`config.mk`:
```
export PLATFORM = sky130hd
export DESIGN_NAME = plm_queue
export DESIGN_NICKNAME = d
export VERILOG_FILES = /design/src/rtl/plm_pkg.sv /design/src/rtl/plm_queue.sv
export SDC_FILE = /design/constraint.sdc
export NUM_CORES = 1
export LEC_CHECK = 0
export BUFFER_PORTS_ARGS = -buffer_cell sky130_fd_sc_hd__buf_2
export CAP_MARGIN = 0
export CORE_ASPECT_RATIO = 0.9
export CORE_UTILIZATION = 55
export CTS_BUF_LIST = sky130_fd_sc_hd__clkbuf_8 sky130_fd_sc_hd__clkbuf_16
export DETAILED_ROUTE_END_ITERATION = 8
export GPL_TIMING_DRIVEN = 0
export PLACE_DENSITY = 0.77
export SYNTH_ARGS = -nofsm -noshare
export SYNTH_HDL_FRONTEND = slang
export SYNTH_SLANG_ARGS = --single-unit
export TNS_END_PERCENT = 50
```
`constraint.sdc`:
```
create_clock -name i_clk -period 1.83 [get_ports i_clk]
set_clock_uncertainty 0.2 [all_clocks]
set_input_delay 0.183 -clock i_clk [delete_from_list [all_inputs] [get_ports i_clk]]
set_output_delay 0.183 -clock i_clk [all_outputs]
set_load 0.02 [all_outputs]
```
`src/rtl/plm_pkg.sv`:
```
package plm_pkg;

    localparam int THR_BITS     = 11;
    localparam int CFG_IDX_BITS = 1;

    // Fractional bits of the log2 and the Q28 scale factor 20*log10(2).
    localparam int LOG_FRAC = 24;
    localparam int EXP_W    = 5;
    localparam int K_BITS   = 31;
    localparam int K_FRAC   = 28;
    localparam logic [K_BITS-1:0] K_Q28 = 31'd1616142483;

    localparam int QUEUE_DEPTH = 4;

    typedef enum logic [CFG_IDX_BITS-1:0] {
        REG_TALK  = 1'b0,
        REG_SHOUT = 1'b1
    } t_cfg_reg;

    typedef enum logic [1:0] {
        CLS_SILENT = 2'd0,
        CLS_TALK   = 2'd1,
        CLS_SHOUT  = 2'd2
    } t_voice_class;

    function automatic int f_level_bits(input int frac_bits);
        return $clog2(100 * (2 ** frac_bits) + 1) + 1;
    endfunction

endpackage

```
`src/rtl/plm_queue.sv`:
```
module plm_queue #(
    parameter int WIDTH = 17,
    parameter int DEPTH = 4
) (
    input  logic             i_clk,
    input  logic             i_rst_n,
    input  logic             i_push,
    input  logic [WIDTH-1:0] i_data,
    output logic             o_full,
    input  logic             i_pop,
    output logic             o_vld,
    output logic [WIDTH-1:0] o_data
);
    import plm_pkg::*;

    localparam int PW = $clog2(DEPTH);
    localparam int CNT_W = $clog2(DEPTH + 1);

    logic [WIDTH-1:0] r_mem [DEPTH];
    logic [PW-1:0]    r_wr;
    logic [PW-1:0]    r_rd;
    logic [CNT_W-1:0] r_cnt;
    logic [PW-1:0]    n_wr;
    logic [PW-1:0]    n_rd;
    logic [CNT_W-1:0] n_cnt;

    assign o_full = (r_cnt == CNT_W'(DEPTH));
    assign o_vld  = (r_cnt != '0);
    assign o_data = r_mem[r_rd];

    always_comb begin
        n_wr  = r_wr;
        n_rd  = r_rd;
        n_cnt = r_cnt;
        if (i_push) begin
            n_wr = (r_wr == PW'(DEPTH - 1)) ? '0 : r_wr + 1'b1;
        end
        if (i_pop) begin
            n_rd = (r_rd == PW'(DEPTH - 1)) ? '0 : r_rd + 1'b1;
        end
        if (i_push && !i_pop) begin
            n_cnt = r_cnt + 1'b1;
        end else if (i_pop && !i_push) begin
            n_cnt = r_cnt - 1'b1;
        end
    end

    always_ff @(posedge i_clk) begin
        if (!i_rst_n) begin
            r_wr  <= '0;
            r_rd  <= '0;
            r_cnt <= '0;
        end else begin
            r_wr  <= n_wr;
            r_rd  <= n_rd;
            r_cnt <= n_cnt;
        end
    end

    always_ff @(posedge i_clk) begin
        if (i_push) begin
            r_mem[r_wr] <= i_data;
        end
    end

    a_no_overflow: assert property (@(posedge i_clk) disable iff (!i_rst_n)
        (i_push && o_full) |-> i_pop)
        else $error("block queue written while full");

endmodule

```
==> flow_summary.toml <==
[worst_setup_path]
worstSetupEndpointType = "output port"
worst-path-buf-inv = 3
path_cells = "buf_8 > buf_12 > mux4_2 > buf_6"
cpLargestDelayFamily = "multiplexers"
worstPathArrival_ns = 1.63
cp_max_fo = 5
slowest_stage = "mux4_2"
cp-start-kind = "flop"
r2r_setup_slack_ns = 0.09
r2r_start = "r_cnt[0]"
worstRegToRegCells = 4
max_stage_delay_ns = 0.52
crit_type = "reg -> out"
r2r_end = "r_cnt[2]"
worstPathRequired_ns = 1.45
cp.depth = 4

[clock_network]
cts_made_buffers = 9
cts_num_sinks = 77
cts_buffer_depth = 2
cts_tree = "done"
clk_pin_slew_ns = 0.07
htreeDepth = 3
worst_skew_pair.late_latency_ns = 0.34
cts_root_buf = "clkbuf_8"

[cells_and_area]
utilization_pct = 76.0
layout.nets = 234
antennaDiodeCount = 0
area_delta_synth_final_pct = 29.1
layout.cells.non_filler = 276
layout-drive-gt1-share_pct = 38.9

[status]
status = "finished, violations left"
violations = "negative setup slack"

[place]
hpwl_mm = 3.03
dp.cells = 237
gp_congestion = 0.746
io_buffers = 39

[synth]
ys_warn_count = 0
synth_top_area_share_pct = 69.2
async_reset_ff_share_pct = 0
synth_top_area_cell = "edfxtp_1"
syn_nets = 161
yosysUniqueCellTypes = 22
synth-edff-count = 68
ys_seq_elements = 77
postSynthCellCount = 133
synth-seq-area-share_pct = 75.3
synth.area.top_cells = "edfxtp_1 (69%), mux4_2 (7.6%), mux4_1 (6.2%), dfxtp_1 (6.1%), ha_1 (2.5%)"
netlist_area_um2 = 2950
syn_area_per_cell_um2 = 22.2
ys.flop_type = "edfxtp_1"

[sta]
fmax_mhz = 497
period_share_pct = 110
relSlewSlack_pct = 68.2
fin_ws_ns = -0.181
setup-tns-final_ns = -2.63
slew_violations = 0
finalHoldViolations = 0
setup_viol = 17
rsz0062_at_grt = "true"
worstMarginPinSlew_ns = 0.477
layout_min_cycle_time_ns = 2.01

[route]
routed_wl_mm = 5.22
ant_nets = 0
detail_route.vias_per_cell = 5.46
wire_per_inst_um = 18.9
dr.pass1.iters = 4
vias = 1507
drc = 0
drt_iter0_markers = 86

[flow_run]
max_cap_viol_count = 0

[power]
p_per_area_nw_per_um2 = 1050
p_leak_nw = 1.37
ir_drop_uv = 638

[global_routing]
grt_overflow = 0
track_usage_pct = 21.4
grt_antenna_before_repair = 0
grt_pass1_vias = 1654
grt_pass1_wl_mm = 8.29
grt_max_degree = 18

[hold_path]
hold_end = "r_wr[1]"
hold_path_depth = 3
hp-start = "i_push"
hold_path_class = "in -> reg"

[die]
die_area_um2 = 5660
chipWidth_um = 79.2
io_pins = 40
core_um2 = 5010
start_util_pct = 58.9
placementRows = 24
dieHeight_um = 71.5
-- power breakdown --
group / internal, mW / leakage, nW / switching, mW / total [mW]
Sequential: 2.00 / 0.699 / 0.0397 / 2.04
Combinational: 0.291 / 0.567 / 0.262 / 0.554
Clock: 0.772 / 0.104 / 0.623 / 1.40
-- worst max path at each step --
stage                        from          end  slack (ns)
after CTS                    flop    o_data[0]       -0.19
after global routing         flop    o_data[0]       -0.24
after detailed placement    i_pop     r_cnt[2]       -0.16
final                        flop    o_data[0]       -0.18
after global placement    r_wr[0]  r_mem[3][2]       -0.03
after floorplan             i_pop     r_cnt[2]        0.17
-- layout by cell type, fill, tap and decap left out, types with 2 or more instances in the layout --
master / n
buf_12: 3
clkbuf_8: 9
mux2i_1: 4
edfxtp_1: 68
dfxtp_1: 8
clkinvlp_4: 2
mux4_2: 16
bufinv_16: 2
and2_2: 4
ha_1: 6
or3_1: 2
inv_1: 4
buf_2: 24
inv_6: 2
buf_6: 17
nor2b_1: 5
dlygate4sd3_1: 20
-- worst min-delay path: cells and delay by family --
| kind | cells | cell delay, ns |
|---|---|---|
| AND/OR/NAND/NOR | 1 | 0.10 |
| buffers and inverters | 1 | 0.15 |
| multiplexers | 1 | 0.09 |
-- registers in the layout, summed over array words and instances (netlist names), named ones only --
signal	count
r_cnt	3
r_wr	2
r_rd	2
r_mem	68
-- timing repair --
| action | in CTS | in global routing |
|---|---|---|
| gates cloned | 1 | 0 |
| hold endpoints to repair | 77 | 0 |
| buffers inserted | 2 | 0 |
| hold buffers | 20 | 0 |
| setup endpoints to repair | 85 | 17 |
| resized for setup | 47 | 0 |
-- Yosys cell counts, types with 2 or more instances --
library cell   n
mux4_1         7
dfxtp_1        9
mux4_2        10
nor2b_1        5
mux2i_1        4
or3_1          2
and2_1         5
edfxtp_1      68
ha_1           6
inv_1          4
buf_2          2
-- per-layer routing --
layer | wire, µm | GRT usage, % | vias up
li1 | - | - | 682
met1 | 2030 | 24.2 | 769
met2 | 2840 | 37.5 | 46
met3 | 255 | 6.88 | 10
met4 | 90 | 9.49 | 0
met5 | 0 | 0 | -
-- metrics by stage --
step / total power, mW / instance area [µm²] / hold WS, ns / setup WS, ns
floorplan: 2.35 / 2950 / 0.0819 / 0.168
global placement: 2.47 / 3230 / 0.191 / -0.0255
detailed placement: 2.50 / 3230 / 0.200 / -0.161
CTS: 4.01 / 3810 / 0.00298 / -0.189
global route: 4.13 / 3810 / 0.0405 / -0.241
finish: 3.99 / 3810 / 0.0139 / -0.181
-- cells by family after synthesis --
family / after synthesis / synth area share (%)
DFF: 77 / 75.3
xor gates and xnor gates: 2 / 0.594
buffers and inverters: 8 / 1.91
muxes: 21 / 15.2
adders and majority gates: 7 / 3.22
and+or+nand+nor: 15 / 3.09
AOI/OAI and AO/OA: 3 / 0.678
-- area by class of cell --
| cell class | count | area [µm²] |
|---|---|---|
| multi-input cells | 48 | 656 |
| repair buffers | 62 | 563 |
| clock buffers | 9 | 124 |
| well taps | 65 | 81.3 |
| inverters | 4 | 15.0 |
| fillers | 271 | 1200 |
| clock inverters | 7 | 96.3 |
| plain buffers | 4 | 51.3 |
| flip-flops and latches | 77 | 2220 |
(Power assumes the default switching activity.)
