[src/rtl/plm_pkg.sv]
package plm_pkg;

    localparam int THR_BITS     = 11;
    localparam int CFG_IDX_BITS = 1;

    // Fractional bits of the log2 and the Q28 scale factor 20*log10(2).
    localparam int LOG_FRAC = 24;
    localparam int EXP_W    = 5;
    localparam int K_BITS   = 31;
    localparam int K_FRAC   = 28;
    localparam logic [K_BITS-1:0] K_Q28 = 31'd1616142483;

    localparam int QUEUE_DEPTH = 4;

    typedef enum logic [CFG_IDX_BITS-1:0] {
        REG_TALK  = 1'b0,
        REG_SHOUT = 1'b1
    } t_cfg_reg;

    typedef enum logic [1:0] {
        CLS_SILENT = 2'd0,
        CLS_TALK   = 2'd1,
        CLS_SHOUT  = 2'd2
    } t_voice_class;

    function automatic int f_level_bits(input int frac_bits);
        return $clog2(100 * (2 ** frac_bits) + 1) + 1;
    endfunction

endpackage

[src/rtl/plm_front.sv]
module plm_front #(
    parameter int SAMPLE_BITS = 16
) (
    input  logic                          i_clk,
    input  logic                          i_rst_n,
    input  logic                          i_in_valid,
    output logic                          o_in_stall,
    input  logic signed [SAMPLE_BITS-1:0] i_sample,
    input  logic                          i_last_in_block,
    input  logic                          i_muted,
    input  logic                          i_q_full,
    output logic                          o_push,
    output logic [SAMPLE_BITS-1:0]        o_push_peak,
    output logic                          o_push_muted
);
    import plm_pkg::*;

    logic [SAMPLE_BITS-1:0] r_peak;
    logic [SAMPLE_BITS-1:0] n_peak;
    logic [SAMPLE_BITS-1:0] w_raw;
    logic [SAMPLE_BITS-1:0] w_mag;
    logic [SAMPLE_BITS-1:0] w_max;
    logic                   w_accept;

    assign o_in_stall = i_q_full;
    assign w_accept   = i_in_valid && !i_q_full;

    assign w_raw = i_sample;
    assign w_mag = w_raw[SAMPLE_BITS-1] ? (~w_raw + 1'b1) : w_raw;
    assign w_max = (w_mag > r_peak) ? w_mag : r_peak;

    assign o_push       = w_accept && i_last_in_block;
    assign o_push_peak  = w_max;
    assign o_push_muted = i_muted;

    always_comb begin
        n_peak = r_peak;
        if (w_accept) begin
            n_peak = i_last_in_block ? '0 : w_max;
        end
    end

    always_ff @(posedge i_clk) begin
        if (!i_rst_n) begin
            r_peak <= '0;
        end else begin
            r_peak <= n_peak;
        end
    end

    a_peak_cleared: assert property (@(posedge i_clk) disable iff (!i_rst_n)
        o_push |=> r_peak == '0)
        else $error("running peak not cleared after a block ended");

endmodule

[config.mk]
export PLATFORM = sky130hd
export DESIGN_NAME = plm_front
export DESIGN_NICKNAME = d
export VERILOG_FILES = /design/src/rtl/plm_pkg.sv /design/src/rtl/plm_front.sv
export SDC_FILE = /design/constraint.sdc
export NUM_CORES = 1
export LEC_CHECK = 0
export BUFFER_PORTS_ARGS = -buffer_cell sky130_fd_sc_hd__buf_2
export CAP_MARGIN = 15
export CORE_MARGIN = 5
export CORE_UTILIZATION = 35
export DETAILED_ROUTE_END_ITERATION = 7
export GPL_TIMING_DRIVEN = 0
export PLACE_DENSITY = 0.66
export SYNTH_ARGS = -nofsm -noshare
export SYNTH_HDL_FRONTEND = slang
export SYNTH_SLANG_ARGS = --single-unit
[constraint.sdc]
create_clock -name i_clk -period 3.55 [get_ports i_clk]
set_input_delay 0.355 -clock i_clk [delete_from_list [all_inputs] [get_ports i_clk]]
set_output_delay 0.355 -clock i_clk [all_outputs]
set_load 0.02 [all_outputs]
==> summary.log <==
INFO  critical_path  arrival=3.57ns
INFO  status         failed_checks=setup timing
INFO  cts            cts_buffer_depth=2
INFO  yosys          synth_adder_area_share=14.39%
INFO  layout         n_antenna_cell=0
INFO  sta            rsz0062_at_grt=true
INFO  yosys          synthesis.yosys.warnings=0
INFO  layout         top_register=r_peak
INFO  layout         fillers=386
INFO  power          power-per-cell-area=331.2nW/µm²
INFO  yosys          synth.ff_latch_count=16
INFO  route          antenna_left=0
INFO  floorplan      design.portCount=41
INFO  critical_path  crit_path_max_fanout=5
INFO  floorplan      placement_rows=23
INFO  critical_path  crit_chain=buf_6 -> or2_1 -> or4_4 -> buf_4 -> o31ai_2 -> xnor2_1 -> ha_1 -> a41o_1 -> a21oi_1 -> nor3_2 -> a211oi_2 -> a21oi_4 -> buf_6 -> mux2_2 -> buf_2
INFO  layout         area_growth=38.02%
INFO  sta            period_minus_slack=3.922ns
INFO  critical_path  slowest_stage_cell_crit_path=sky130_fd_sc_hd__or4_4
INFO  critical_path  critical_path.reg2reg.startpoint=r_peak[6]$_SDFFE_PN0P_
INFO  route          routed_wl=3998µm
INFO  sta            final.setup.worst_slack=-0.3722ns
INFO  critical_path  critical_path.startpoint_type=input port
INFO  run            maxCapViolations=0
INFO  cts            tritoncts.num_buffers=3
INFO  placement      place.detailed.hpwl=2818µm
INFO  yosys          most_area_consuming_cells_after_synthesis=sky130_fd_sc_hd__dfxtp_1 (22%), sky130_fd_sc_hd__ha_1 (14%), sky130_fd_sc_hd__mux2_2 (12%)
INFO  sta            timing.final.hold_violations=0
INFO  yosys          synthMuxAreaShare=12.19%
INFO  cts            tritoncts=built
INFO  yosys          synth_compound_gate_area_share=24.98%
INFO  sta            worst_slew_pin_slew=0.5833ns
INFO  floorplan      die_h=74.98µm
INFO  hold_path      holdPathStages=2
INFO  yosys          syn_inst=161
INFO  layout         multi_input_area=1134µm²
INFO  critical_path  reg2reg_slack=1.09ns
INFO  global_routing number_of_global_route_vias_before_repair=1354
INFO  sta            finalMaxSlewViolations=0
INFO  yosys          post_synth_xor_area_fraction=7.705%
INFO  layout         top_flop_regs=r_peak: 16 flops
INFO  critical_path  reg2reg_depth=11
INFO  layout         number_of_flip_flops_in_the_largest_register=16
INFO  route          vias=1394
INFO  yosys          seq_total_area_yosys=21.68%
INFO  route          drc=0
INFO  yosys          yosys.area.top_type=sky130_fd_sc_hd__dfxtp_1
INFO  sta            slew_headroom=61.12%
INFO  critical_path  critical_path.max_stage_delay=0.43ns
INFO  global_routing maximum_number_of_pins_on_one_net_before_global_route_repair=11
INFO  hold_path      worst_hold_path.endpoint=r_peak[0]$_SDFFE_PN0P_
INFO  yosys          post-synth-top-area-fraction=21.68%
INFO  global_routing track_usage=14.64%
INFO  global_routing grt_overflow_total=0
INFO  layout         layoutNonFillerInstCount=262
INFO  layout         most_frequent_cells_in_the_layout=sky130_fd_sc_hd__buf_2 (25), sky130_fd_sc_hd__inv_1 (20), sky130_fd_sc_hd__ha_1 (17)
INFO  cts            insertion_delay=0.25ns
INFO  sta            maxClockFrequency=255.0MHz
INFO  floorplan      design.die.area=5621µm²
INFO  critical_path  crit_top_cell=sky130_fd_sc_hd__buf_6
INFO  global_routing antenna_found_initial=0
INFO  cts            clock_sink_total=16
INFO  critical_path  setup.worst_path.class=in2out
INFO  route          first_pass_iters=4
INFO  layout         finalNetCount=253
INFO  placement      routabilityCongestion=0.7710
INFO  yosys          distinct_cell_type_count_of_the_synthesized_netlist=39
INFO  power          total_power=0.6756mW
INFO  floorplan      die_width=74.98µm
INFO  status         status=finished, violations left
INFO  hold_path      min_from=i_sample[0]
INFO  layout         mostFrequentLayoutCell=sky130_fd_sc_hd__buf_2
INFO  layout         ff_latch_area=320.3µm²
INFO  placement      placedCellCount=249
INFO  sta            setup-tns-final=-5.606ns
INFO  route          wire_per_inst=15.26µm
INFO  power          vdd_drop_max=107.8µV
INFO  yosys          postSynthNetCount=200
INFO  global_routing first_pass_grt_wire_length=6210µm
INFO  cts            cts.reportedPaths.clkPinSlew=0.06ns
INFO  sta            share_of_the_cycle_needed_by_the_critical_path_after_routing=110.5%
INFO  cts            cts.htree.levels=1
INFO  critical_path  critPathRequiredTime=3.19ns
INFO  floorplan      floorplan.initialDensity=36.42%
INFO  placement      port_buffers=38
INFO  route          first_iter_violations=70
INFO  yosys          synthesis.area=1478µm²
INFO  yosys          main_combinational_cell_family_by_area_after_synthesis=compound AO/OA/AOI/OAI gates
INFO  yosys          syn_avg_cell_area=9.178µm²
INFO  critical_path  reg2reg_to=r_peak[3]$_SDFFE_PN0P_
INFO  cts            clock-root-buffer=sky130_fd_sc_hd__clkbuf_8
INFO  route          via_per_inst=5.321
INFO  power          power.leakage=0.8576nW
INFO  hold_path      timing.hold.worst.class=in2reg
INFO  floorplan      area_of_the_core=4058µm²
INFO  yosys          synth-simple-area-share=11.26%
INFO  critical_path  end_kind=output pin
INFO  sta            finalClockSkew=0.001299ns
INFO  layout         final_layout_size_suffix_gt1_share=41.98%
INFO  sta            finalSetupViolations=16
## how the worst max path moves through the flow
| stage | depth (start not counted) | slack [ns] | start | end |
|---|---|---|---|---|
| 2_1_floorplan | 12 | -0.07 | i_sample[1] | o_push_peak[10] |
| 3_3_place_gp | 14 | -0.57 | i_sample[1] | o_push_peak[7] |
| 3_5_place_dp | 14 | -0.60 | i_sample[1] | o_push_peak[7] |
| 4_1_cts | 15 | -0.40 | i_sample[1] | o_push_peak[7] |
| 5_1_grt | 15 | -0.48 | i_sample[1] | o_push_peak[7] |
| 6_report | 15 | -0.37 | i_sample[1] | o_push_peak[7] |
## worst max-delay path, delay by kind of cell
kind                       cells  cell delay [ns]
AOI/OAI and AO/OA              5             1.08
xor gates and xnor gates       1             0.22
adders and majority gates      1             0.32
buffers and inverters          4             0.58
muxes                          1             0.27
and+or+nand+nor                3             0.74
## power breakdown
part	switching [mW]	leakage [nW]	internal (mW)
clock network	0.0639	0.0216	0.0753
registers	0.00430	0.130	0.186
logic	0.177	0.707	0.169
total	0.246	0.858	0.430
## layer usage
metal	part of all wire (%)	vias up	routed length, µm	global-route usage, %
met5	0	-	0	0
met4	1.7	0	66	6.324
met3	6.6	6	265	2.003
met2	48	47	1928	24.47
met1	43	633	1737	18.73
li1	-	708	-	-
## cell usage after synthesis
| master | n |
|---|---|
| sky130_fd_sc_hd__o21ai_2 | 1 |
| sky130_fd_sc_hd__or4_4 | 3 |
| sky130_fd_sc_hd__a21o_1 | 4 |
| sky130_fd_sc_hd__and2_1 | 1 |
| sky130_fd_sc_hd__buf_4 | 2 |
| sky130_fd_sc_hd__o21ai_1 | 1 |
| sky130_fd_sc_hd__mux2_2 | 16 |
| sky130_fd_sc_hd__a211o_1 | 1 |
| sky130_fd_sc_hd__nand4_1 | 4 |
| sky130_fd_sc_hd__o41ai_1 | 1 |
| sky130_fd_sc_hd__ha_1 | 17 |
| sky130_fd_sc_hd__or3_1 | 1 |
| sky130_fd_sc_hd__nor4_2 | 1 |
| sky130_fd_sc_hd__a21oi_1 | 6 |
| sky130_fd_sc_hd__o21ai_0 | 6 |
| sky130_fd_sc_hd__a31oi_1 | 1 |
| sky130_fd_sc_hd__o21a_1 | 1 |
| sky130_fd_sc_hd__xor2_1 | 1 |
| sky130_fd_sc_hd__a211oi_1 | 1 |
| sky130_fd_sc_hd__buf_2 | 2 |
| sky130_fd_sc_hd__dfxtp_1 | 16 |
| sky130_fd_sc_hd__nor2_1 | 3 |
| sky130_fd_sc_hd__clkbuf_1 | 3 |
| sky130_fd_sc_hd__nand3b_1 | 1 |
| sky130_fd_sc_hd__o31ai_1 | 1 |
| sky130_fd_sc_hd__nor2b_1 | 1 |
| sky130_fd_sc_hd__o2111ai_1 | 1 |
| sky130_fd_sc_hd__nand2_1 | 7 |
| sky130_fd_sc_hd__a41o_1 | 1 |
| sky130_fd_sc_hd__xnor2_1 | 12 |
| sky130_fd_sc_hd__a32o_1 | 16 |
| sky130_fd_sc_hd__o31ai_2 | 1 |
| sky130_fd_sc_hd__nor3_1 | 2 |
| sky130_fd_sc_hd__or2_1 | 1 |
| sky130_fd_sc_hd__buf_1 | 1 |
| sky130_fd_sc_hd__nand2b_1 | 1 |
| sky130_fd_sc_hd__o41ai_4 | 1 |
| sky130_fd_sc_hd__or2_4 | 1 |
| sky130_fd_sc_hd__inv_1 | 20 |
## area by class of cell
| class | instances | share of cell area [%] |
|---|---|---|
| Timing Repair Buffer | 49 | 17.73 |
| Multi-Input combinational cell | 117 | 55.58 |
| Inverter | 20 | 3.681 |
| Sequential cell | 16 | 15.71 |
| Tap cell | 50 | 3.067 |
| Clock buffer | 3 | 2.025 |
| Buffer | 7 | 2.209 |
## cell families after synthesis
kind of cell | count (synthesis)
adder cells (fa/ha/maj) | 17
multiplexers | 16
AND/OR/NAND/NOR | 27
XOR/XNOR | 13
buffers and inverters | 28
AO/OA/AOI/OAI | 44
flip-flops | 16
## through the flow
stage | util (%) | hold WS, ns | cell area, µm² | worst slack (ns)
final | 50.26 | 0.3182 | 2039 | -0.3722
after global routing | 50.26 | 0.3163 | 2039 | -0.4750
after CTS | 48.63 | 0.3137 | 1973 | -0.3983
after detailed placement | 43.14 | 0.5080 | 1750 | -0.5961
after global placement | 43.14 | 0.5003 | 1750 | -0.5650
after floorplan | - | 0.4808 | 1498 | -0.06718
## repair_timing
action                     in CTS  in global routing
cloned                          1                  0
setup endpoints to repair      26                 26
pin swaps                       3                  7
buffers inserted                7                  3
hold buffers                    0                  0
resized for setup              35                  8
Power figures use the tool's default switching activity.
